### config.mk
export PLATFORM = sky130hd
export DESIGN_NAME = sha1_stream_hasher
export DESIGN_NICKNAME = d
export VERILOG_FILES = /design/src/design/sha1sh_pkg.sv /design/src/design/sha1sh_ctrl.sv /design/src/design/sha1sh_datapath.sv /design/src/design/sha1_stream_hasher.sv
export SDC_FILE = /design/constraint.sdc
export NUM_CORES = 2
export LEC_CHECK = 0
export BUFFER_PORTS_ARGS = -buffer_cell sky130_fd_sc_hd__buf_2
export CAP_MARGIN = 20
export CORE_ASPECT_RATIO = 0.8
export CORE_MARGIN = 4
export CORE_UTILIZATION = 45
export CTS_CLUSTER_DIAMETER = 120
export DETAILED_ROUTE_END_ITERATION = 16
export HOLD_SLACK_MARGIN = 0.02
export SYNTH_ARGS = -nofsm -noshare
export SYNTH_HDL_FRONTEND = slang
export SYNTH_SLANG_ARGS = --single-unit
### constraint.sdc
create_clock -name clock -period 25.2 [get_ports clock]
set_input_delay 2.52 -clock clock [delete_from_list [all_inputs] [get_ports clock]]
set_output_delay 2.52 -clock clock [all_outputs]
set_load 0.03 [all_outputs]
### src/design/sha1sh_pkg.sv
// Shared types and constants for the streaming SHA-1 hasher.
// No dependencies; imported by the controller, the datapath and the top level.
package sha1sh_pkg;

   // initial chaining values
   localparam logic [31:0] H0_INIT = 32'h67452301;
   localparam logic [31:0] H1_INIT = 32'hefcdab89;
   localparam logic [31:0] H2_INIT = 32'h98badcfe;
   localparam logic [31:0] H3_INIT = 32'h10325476;
   localparam logic [31:0] H4_INIT = 32'hc3d2e1f0;

   // round constants
   localparam logic [31:0] K_RND0 = 32'h5a827999;
   localparam logic [31:0] K_RND1 = 32'h6ed9eba1;
   localparam logic [31:0] K_RND2 = 32'h8f1bbcdc;
   localparam logic [31:0] K_RND3 = 32'hca62c1d6;

   // first padding byte
   localparam logic [7:0] PAD_BYTE = 8'h80;

   // byte positions in a block, last round index and last digest word
   localparam logic [5:0] LAST_POS   = 6'd63;
   localparam logic [5:0] LEN_POS    = 6'd56;
   localparam logic [6:0] LAST_ROUND = 7'd79;
   localparam logic [2:0] LAST_WORD  = 3'd4;

   typedef enum logic [2:0] {
      ST_IDLE,
      ST_ROUND,
      ST_ADD,
      ST_PAD,
      ST_EMIT
   } state_type;

   // group of 20 rounds
   typedef enum logic [1:0] {
      RND_CH,
      RND_PAR,
      RND_MAJ,
      RND_PAR2
   } phase_type;

   // source of the byte shifted into the block buffer
   typedef enum logic [1:0] {
      BSEL_MSG,
      BSEL_PAD,
      BSEL_ZERO,
      BSEL_LEN
   } bsel_type;

   // controller to datapath commands
   typedef struct packed {
      logic       shift_byte;
      bsel_type   byte_sel;
      logic [2:0] len_idx;
      logic       count_inc;
      logic       load_work;
      logic       round;
      phase_type  phase;
      logic       add_chain;
      logic       reset_state;
      logic [2:0] word_idx;
   } cmd_type;

   function automatic logic [31:0] round_f(phase_type ph, logic [31:0] b,
                                           logic [31:0] c, logic [31:0] d);
      logic [31:0] res;
      case (ph)
         RND_CH:  res = (b & c) | (~b & d);
         RND_MAJ: res = (b & c) | (b & d) | (c & d);
         default: res = b ^ c ^ d;
      endcase
      return res;
   endfunction

   function automatic logic [31:0] round_k(phase_type ph);
      logic [31:0] res;
      case (ph)
         RND_CH:  res = K_RND0;
         RND_PAR: res = K_RND1;
         RND_MAJ: res = K_RND2;
         default: res = K_RND3;
      endcase
      return res;
   endfunction

endpackage

### src/design/sha1sh_ctrl.sv
// Controller of the SHA-1 hasher: byte gathering, padding, round sequencing
// and digest output. Depends on sha1sh_pkg; drives commands to sha1sh_datapath.
module sha1sh_ctrl (
   input  logic                clock,
   input  logic                reset,
   input  logic                req_valid,
   output logic                req_stall,
   input  logic                req_byte_present,
   input  logic                req_end_of_message,
   output logic                rsp_valid,
   input  logic                rsp_stall,
   output logic [2:0]          rsp_word_index,
   output logic                rsp_last_word,
   output sha1sh_pkg::cmd_type cmd
);
   import sha1sh_pkg::*;

   state_type  state_ff, state_in;
   logic [5:0] fill_ff, fill_in;
   logic [6:0] rnd_ff, rnd_in;
   logic [2:0] widx_ff, widx_in;
   logic       fin_ff, fin_in;
   logic       pad_ff, pad_in;
   logic       first_ff, first_in;
   logic       len_ok_ff, len_ok_in;
   phase_type  phase;

   // state registers
   always_ff @(posedge clock) begin
      if (reset) begin
         state_ff  <= ST_IDLE;
         fill_ff   <= '0;
         rnd_ff    <= '0;
         widx_ff   <= '0;
         fin_ff    <= 1'b0;
         pad_ff    <= 1'b0;
         first_ff  <= 1'b0;
         len_ok_ff <= 1'b0;
      end else begin
         state_ff  <= state_in;
         fill_ff   <= fill_in;
         rnd_ff    <= rnd_in;
         widx_ff   <= widx_in;
         fin_ff    <= fin_in;
         pad_ff    <= pad_in;
         first_ff  <= first_in;
         len_ok_ff <= len_ok_in;
      end
   end

   // round group from the round counter
   always_comb begin
      case (rnd_ff) inside
         [7'd0:7'd19]:  phase = RND_CH;
         [7'd20:7'd39]: phase = RND_PAR;
         [7'd40:7'd59]: phase = RND_MAJ;
         default:       phase = RND_PAR2;
      endcase
   end

   // next state and commands
   always_comb begin
      state_in  = state_ff;
      fill_in   = fill_ff;
      rnd_in    = rnd_ff;
      widx_in   = widx_ff;
      fin_in    = fin_ff;
      pad_in    = pad_ff;
      first_in  = first_ff;
      len_ok_in = len_ok_ff;

      cmd             = '0;
      cmd.byte_sel    = BSEL_MSG;
      cmd.phase       = phase;
      cmd.word_idx    = widx_ff;
      cmd.len_idx     = fill_ff[2:0];

      case (state_ff)
         ST_IDLE: begin
            if (req_valid) begin
               if (req_byte_present) begin
                  cmd.shift_byte = 1'b1;
                  cmd.count_inc  = 1'b1;
                  fill_in        = fill_ff + 6'd1;
                  if (fill_ff == LAST_POS) begin
                     // full block: compress, finish afterwards if marked
                     state_in      = ST_ROUND;
                     cmd.load_work = 1'b1;
                     rnd_in        = '0;
                     fin_in        = req_end_of_message;
                     pad_in        = 1'b0;
                  end else if (req_end_of_message) begin
                     state_in  = ST_PAD;
                     pad_in    = 1'b1;
                     first_in  = 1'b1;
                     len_ok_in = (fill_ff < 6'd55);
                  end
               end else if (req_end_of_message) begin
                  state_in  = ST_PAD;
                  pad_in    = 1'b1;
                  first_in  = 1'b1;
                  len_ok_in = (fill_ff < LEN_POS);
               end
            end
         end
         ST_ROUND: begin
            cmd.round = 1'b1;
            rnd_in    = rnd_ff + 7'd1;
            if (rnd_ff == LAST_ROUND) begin
               state_in = ST_ADD;
            end
         end
         ST_ADD: begin
            cmd.add_chain = 1'b1;
            if (pad_ff) begin
               if (len_ok_ff) begin
                  state_in = ST_EMIT;
                  widx_in  = '0;
               end else begin
                  // 0x80 left no room for the length field: one more block
                  state_in  = ST_PAD;
                  first_in  = 1'b0;
                  len_ok_in = 1'b1;
               end
            end else if (fin_ff) begin
               state_in  = ST_PAD;
               fin_in    = 1'b0;
               pad_in    = 1'b1;
               first_in  = 1'b1;
               len_ok_in = 1'b1;
            end else begin
               state_in = ST_IDLE;
            end
         end
         ST_PAD: begin
            cmd.shift_byte = 1'b1;
            if (first_ff) begin
               cmd.byte_sel = BSEL_PAD;
            end else if (len_ok_ff && (fill_ff >= LEN_POS)) begin
               cmd.byte_sel = BSEL_LEN;
            end else begin
               cmd.byte_sel = BSEL_ZERO;
            end
            first_in = 1'b0;
            fill_in  = fill_ff + 6'd1;
            if (fill_ff == LAST_POS) begin
               state_in      = ST_ROUND;
               cmd.load_work = 1'b1;
               rnd_in        = '0;
            end
         end
         ST_EMIT: begin
            if (!rsp_stall) begin
               widx_in = widx_ff + 3'd1;
               if (widx_ff == LAST_WORD) begin
                  cmd.reset_state = 1'b1;
                  state_in        = ST_IDLE;
                  widx_in         = '0;
                  pad_in          = 1'b0;
                  fin_in          = 1'b0;
               end
            end
         end
         default: begin
            state_in = ST_IDLE;
         end
      endcase
   end

   assign req_stall      = (state_ff != ST_IDLE);
   assign rsp_valid      = (state_ff == ST_EMIT);
   assign rsp_word_index = widx_ff;
   assign rsp_last_word  = (widx_ff == LAST_WORD);

endmodule

### src/design/sha1sh_datapath.sv
// Datapath of the SHA-1 hasher: block shift line, message schedule, round
// registers, chaining words and bit count. Depends on sha1sh_pkg.
module sha1sh_datapath (
   input  logic                clock,
   input  logic                reset,
   input  sha1sh_pkg::cmd_type cmd,
   input  logic [7:0]          req_data_byte,
   output logic [31:0]         rsp_digest_word
);
   import sha1sh_pkg::*;

   // block buffer: word 0 of the schedule window sits in the top 32 bits
   logic [511:0] blk_ff, blk_in;
   logic [31:0]  a_ff, b_ff, c_ff, d_ff, e_ff;
   logic [31:0]  h0_ff, h1_ff, h2_ff, h3_ff, h4_ff;
   logic [60:0]  cnt_ff, cnt_in;
   logic [7:0]   byte_in;
   logic [63:0]  len_shifted;
   logic [31:0]  w_cur, w_mix, w_new, t_in;

   // length field bytes, most significant first
   assign len_shifted = {cnt_ff, 3'b000} << {cmd.len_idx, 3'b000};

   always_comb begin
      case (cmd.byte_sel)
         BSEL_MSG: byte_in = req_data_byte;
         BSEL_PAD: byte_in = PAD_BYTE;
         BSEL_LEN: byte_in = len_shifted[63:56];
         default:  byte_in = 8'h00;
      endcase
   end

   // schedule: w[r+16] = rotl1(w[r+13] ^ w[r+8] ^ w[r+2] ^ w[r])
   assign w_cur = blk_ff[511:480];
   assign w_mix = blk_ff[95:64] ^ blk_ff[255:224] ^ blk_ff[447:416] ^ w_cur;
   assign w_new = {w_mix[30:0], w_mix[31]};

   // one round
   assign t_in = {a_ff[26:0], a_ff[31:27]} + round_f(cmd.phase, b_ff, c_ff, d_ff)
                 + e_ff + round_k(cmd.phase) + w_cur;

   always_comb begin
      blk_in = blk_ff;
      if (cmd.shift_byte) begin
         blk_in = {blk_ff[503:0], byte_in};
      end else if (cmd.round) begin
         blk_in = {blk_ff[479:0], w_new};
      end
   end

   always_ff @(posedge clock) begin
      blk_ff <= blk_in;
   end

   // working variables
   always_ff @(posedge clock) begin
      if (cmd.load_work) begin
         a_ff <= h0_ff;
         b_ff <= h1_ff;
         c_ff <= h2_ff;
         d_ff <= h3_ff;
         e_ff <= h4_ff;
      end else if (cmd.round) begin
         a_ff <= t_in;
         b_ff <= a_ff;
         c_ff <= {b_ff[1:0], b_ff[31:2]};
         d_ff <= c_ff;
         e_ff <= d_ff;
      end
   end

   // chaining words
   always_ff @(posedge clock) begin
      if (reset || cmd.reset_state) begin
         h0_ff <= H0_INIT;
         h1_ff <= H1_INIT;
         h2_ff <= H2_INIT;
         h3_ff <= H3_INIT;
         h4_ff <= H4_INIT;
      end else if (cmd.add_chain) begin
         h0_ff <= h0_ff + a_ff;
         h1_ff <= h1_ff + b_ff;
         h2_ff <= h2_ff + c_ff;
         h3_ff <= h3_ff + d_ff;
         h4_ff <= h4_ff + e_ff;
      end
   end

   // message byte count; bit count is this times eight, wrapping mod 2^64
   assign cnt_in = cnt_ff + 61'd1;

   always_ff @(posedge clock) begin
      if (reset || cmd.reset_state) begin
         cnt_ff <= '0;
      end else if (cmd.count_inc) begin
         cnt_ff <= cnt_in;
      end
   end

   // digest word select
   always_comb begin
      case (cmd.word_idx)
         3'd0:    rsp_digest_word = h0_ff;
         3'd1:    rsp_digest_word = h1_ff;
         3'd2:    rsp_digest_word = h2_ff;
         3'd3:    rsp_digest_word = h3_ff;
         default: rsp_digest_word = h4_ff;
      endcase
   end

endmodule

### src/design/sha1_stream_hasher.sv
// Streaming SHA-1 hasher, top level.
// Usage:
//  - req channel: one beat per call, carrying an optional message byte
//    (req_byte_present) and an optional end-of-message mark.
//  - rsp channel: five beats per message, digest words 0..4 in order,
//    rsp_last_word high on word 4.
// Operation:
//  - A message byte is taken while idle; the byte that fills a 64-byte block
//    starts 80 rounds in one shared round unit, then the chaining add,
//    during which req_stall is high.
//  - End of message: 64 - fill pad bytes at one a cycle (plus another 64 if
//    the 0x80 lands at byte 56 or later), each padding block then runs the
//    rounds and the chaining add, then the first digest beat the next cycle.
// Stall: a stalled digest beat holds its word; the block waits in the
//  output state and takes no new beat until word 4 is taken.
// Reset: synchronous, active high; loads the initial chaining values and
//  clears the fill and bit count. After each digest the same state returns.
// Depends on sha1sh_pkg, sha1sh_ctrl and sha1sh_datapath.
module sha1_stream_hasher (
   input  logic        clock,
   input  logic        reset,
   input  logic        req_valid,
   output logic        req_stall,
   input  logic [7:0]  req_data_byte,
   input  logic        req_byte_present,
   input  logic        req_end_of_message,
   output logic        rsp_valid,
   input  logic        rsp_stall,
   output logic [31:0] rsp_digest_word,
   output logic [2:0]  rsp_word_index,
   output logic        rsp_last_word
);
   import sha1sh_pkg::*;

   cmd_type cmd;

   sha1sh_ctrl u_ctrl (
      .clock              (clock),
      .reset              (reset),
      .req_valid          (req_valid),
      .req_stall          (req_stall),
      .req_byte_present   (req_byte_present),
      .req_end_of_message (req_end_of_message),
      .rsp_valid          (rsp_valid),
      .rsp_stall          (rsp_stall),
      .rsp_word_index     (rsp_word_index),
      .rsp_last_word      (rsp_last_word),
      .cmd                (cmd)
   );

   sha1sh_datapath u_datapath (
      .clock           (clock),
      .reset           (reset),
      .cmd             (cmd),
      .req_data_byte   (req_data_byte),
      .rsp_digest_word (rsp_digest_word)
   );

endmodule
==> metrics.csv <==
stage;metric;value;unit
critical_path;cp.arrival;8.55;ns
finish;area_growth;9.70;%
global_routing;grt_pass1_wl;210000;µm
yosys;ys_seq_elements;916;
yosys;ys.warnings.count;0;
power;combPwrFrac;43.2;%
floorplan;core_area;116000;µm²
run_status;status;complete, no violations;
finish;largest_reg_flops;512;
yosys;synth_edf_count;672;
clocking;numCtsBuffers;99;
global_routing;antenna_found_initial;4;
critical_path;endpoint;u_datapath.a_ff[31]$_DFFE_PP_;
sta;drv_slew;0;
place;post_dp_cell_area;54500;µm²
yosys;yosysSeqAreaShare;47.5;%
routing;vias_per_cell;5.70;
min_path;hp-class;flop to flop;
critical_path;rr_endpoint;u_datapath.a_ff[31]$_DFFE_PP_;
sta;setup_violations;0;
sta;worst_pin_slew;1.08;ns
yosys;ys_async_sr_fraction;0;%
routing;ant_nets;0;
clocking;clk_path_buf_depth;3;
critical_path;rrSetupSlack;17.07;ns
power;power.share.clock;21.3;%
yosys;yosys-top-cells-area;edfxtp_1 (38%), mux2_2 (11%), dfxtp_1 (9.3%);
critical_path;endpoint_kind;flop;
critical_path;cpMaxStageDelayCell;o41ai_1;
sta;setup_tns;0;ns
sta;fmax;0.123;GHz
critical_path;cp-startpoint;u_ctrl.rnd_ff[1]$_SDFFE_PP0P_;
yosys;synth_area_leader_cell;edfxtp_1;
routing;wire_per_inst;21.3;µm
place;hpwl;95700;µm
floorplan;ios;52;
power;p_sw_share;38.2;%
power;p_int;4.35;mW
floorplan;fp.dieArea;123000;µm²
clocking;cts.sinks;916;
clocking;cts_tree;done;
global_routing;gr-total-overflow;0;
clocking;post_cts_buffers;0;
floorplan;die_h;314;µm
clocking;hold_buffers;0;
clocking;cts.clk_slew.worst_paths;0.06;ns
critical_path;max_stage_delay;0.83;ns
yosys;syn_area;52700;µm²
sta;slew_headroom;28.3;%
sta;rsz0062_at_grt;no;
power;ir_drop;0.0000971;V
floorplan;std_cell_rows;112;
critical_path;critPathKind;flop to flop;
clocking;h-tree-depth;3;
run;maxCapViolCount;0;
finish;fin_util;49.7;%
global_routing;track_usage;21.9;%
sta;whs;0.493;ns
finish;drive_gt1_share;17.2;%
yosys;ys.flop_type;edfxtp_1;
yosys;avgSynthCellArea;11.0;µm²
critical_path;r2r_start;u_ctrl.rnd_ff[1]$_SDFFE_PP0P_;
global_routing;grt_pass1_vias;35100;
routing;firstDrtPassIters;6;
floorplan;die_w;391;µm
routing;via_count;36500;
yosys;syn_inst;4807;
yosys;yosysUniqueCellTypes;93;
finish;reg_top3;u_datapath.blk_ff: 512 flops, u_datapath.cnt_ff: 61 flops;
sta;finalHoldViolations;0;
critical_path;rr_worst_depth;26;
place;portBuffers;51;
clocking;clock_latency;0.74;ns
power;cellLeakagePower;21.9;nW
power;p_switching;2.69;mW
sta;period_minus_slack;8.13;ns
finish;final_nets;5132;
critical_path;required;25.62;ns
power;seqPwrFrac;35.5;%
sta;clock_skew;0.0676;ns
clocking;ctsResizeCount;0;
routing;routed_wl;136000;µm
finish;fin_area;57800;µm²
critical_path;critPathMostFrequentCell;inv_1;
yosys;synthesis.nets;5153;
critical_path;cp-start-kind;flop;
routing;initialDrtViolationCount;3530;
sta;period_share;32.3;%
global_routing;grt_max_degree;196;
power;powerDensity;122;nW/µm²
routing;drc;0;
place;routabilityCongestion;0.898;
critical_path;crit_fanout;55;
floorplan;initial_core_util;45.3;%
finish;top_register;u_datapath.blk_ff;
clocking;root_buffer;clkbuf_16;
yosys;synth_top_area_share;38.3;%
finish;fillers;10500;
power;power;7.04;mW
==> layer usage <==
layer  routed length (µm)  part of all wire, %  track usage, %
met1                66100                   48            33.4
met2                57200                   42            31.5
met3                10500                  7.7            5.32
met4                 2620                  1.9            4.71
met5                    9               0.0066               0
==> kinds of logic after synthesis <==
family,after synthesis,synth area share [%]
buffers and inverters,465,3.35
xor gates and xnor gates,300,4.98
and+or+nand+nor,1269,10.5
DFF,916,47.5
AOI/OAI and AO/OA,986,12.2
muxes,538,11.7
adders and majority gates,333,9.68
==> metrics by stage <==
step | std cells | setup slack [ns]
5_1_grt | 6412 | 16.25
4_1_cts | 6412 | 17.20
3_5_place_dp | 6224 | 17.22
6_report | 6414 | 17.07
2_1_floorplan | 4807 | 11.27
3_3_place_gp | 6224 | 17.31
==> final cells by class <==
cell class | count | area [µm²] | share of cell area (%)
Multi-Input combinational cell | 3426 | 25900 | 44.9
Sequential cell | 916 | 25100 | 43.3
Clock buffer | 127 | 2640 | 4.57
Tap cell | 1539 | 1930 | 3.33
Inverter | 249 | 940 | 1.62
Clock inverter | 61 | 697 | 1.20
Timing Repair Buffer | 94 | 616 | 1.06
Antenna cell | 2 | 5.00 | 0.00865
==> cells in the mapped netlist, drive strengths merged, types with 92 or more instances <==
| cell type | n |
|---|---|
| a21oi | 254 |
| a22oi | 92 |
| clkbuf | 191 |
| dfxtp | 244 |
| edfxtp | 672 |
| fa | 125 |
| ha | 207 |
| inv | 249 |
| mux2 | 515 |
| nand2 | 677 |
| nand3 | 114 |
| nor2 | 241 |
| o21ai | 232 |
| xnor2 | 191 |
| xor2 | 109 |
==> power by group through the flow <==
stage	clock network [mW]	registers [mW]	logic, mW
after global placement	0	2.52	2.95
after floorplan	0	2.46	2.32
after detailed placement	0	2.53	2.98
after CTS	1.53	2.50	3.00
after global routing	1.60	2.54	3.40
final	1.50	2.50	3.04
==> cell usage in the layout, fill, tap and decap left out, types with 14 or more instances in the layout <==
cell / instances
a211oi_1: 28
a21o_1: 74
a21oi_1: 251
a221o_1: 14
a22oi_1: 91
a31oi_1: 28
and3_1: 32
buf_2: 51
buf_4: 40
clkbuf_1: 22
clkbuf_16: 99
clkinv_1: 15
clkinv_2: 23
dfxtp_1: 244
edfxtp_1: 672
fa_1: 125
ha_1: 207
inv_1: 247
mux2_2: 515
nand2_1: 675
nand2b_1: 21
nand3_1: 113
nand4_1: 28
nor2_1: 240
nor2b_1: 19
nor3_1: 42
o211ai_1: 45
o21a_1: 69
o21ai_0: 227
o21bai_1: 23
o22ai_1: 15
o31ai_1: 15
or3_1: 31
xnor2_1: 191
xor2_1: 109
==> how the worst min path moves through the flow <==
stage / end / startpoint / cells past startpoint
after detailed placement: u_datapath.h1_ff[12]$_SDFFE_PP0N_ / u_datapath.h1_ff[12]$_SDFFE_PP0N_ / 2
after floorplan: u_datapath.h0_ff[23]$_SDFFE_PP0N_ / u_datapath.h0_ff[23]$_SDFFE_PP0N_ / 2
after CTS: u_datapath.h1_ff[12]$_SDFFE_PP0N_ / u_datapath.h1_ff[12]$_SDFFE_PP0N_ / 2
final: u_datapath.h3_ff[25]$_SDFFE_PP0N_ / u_datapath.h3_ff[25]$_SDFFE_PP0N_ / 2
after global placement: u_datapath.cnt_ff[27]$_SDFFE_PP0P_ / u_datapath.cnt_ff[27]$_SDFFE_PP0P_ / 2
after global routing: u_datapath.h3_ff[9]$_SDFFE_PP0N_ / u_datapath.h3_ff[9]$_SDFFE_PP0N_ / 2
==> critical path: cells and delay by family (launching register included) <==
| family | cells | cell delay (ns) |
|---|---|---|
| AO/OA/AOI/OAI | 11 | 2.83 |
| XOR/XNOR | 1 | 0.15 |
| adder cells (fa/ha/maj) | 7 | 2.70 |
| buffers and inverters | 6 | 1.02 |
| flip-flops | 1 | 0.39 |
| AND/OR/NAND/NOR | 1 | 0.74 |
Power figures use the tool's default switching activity.
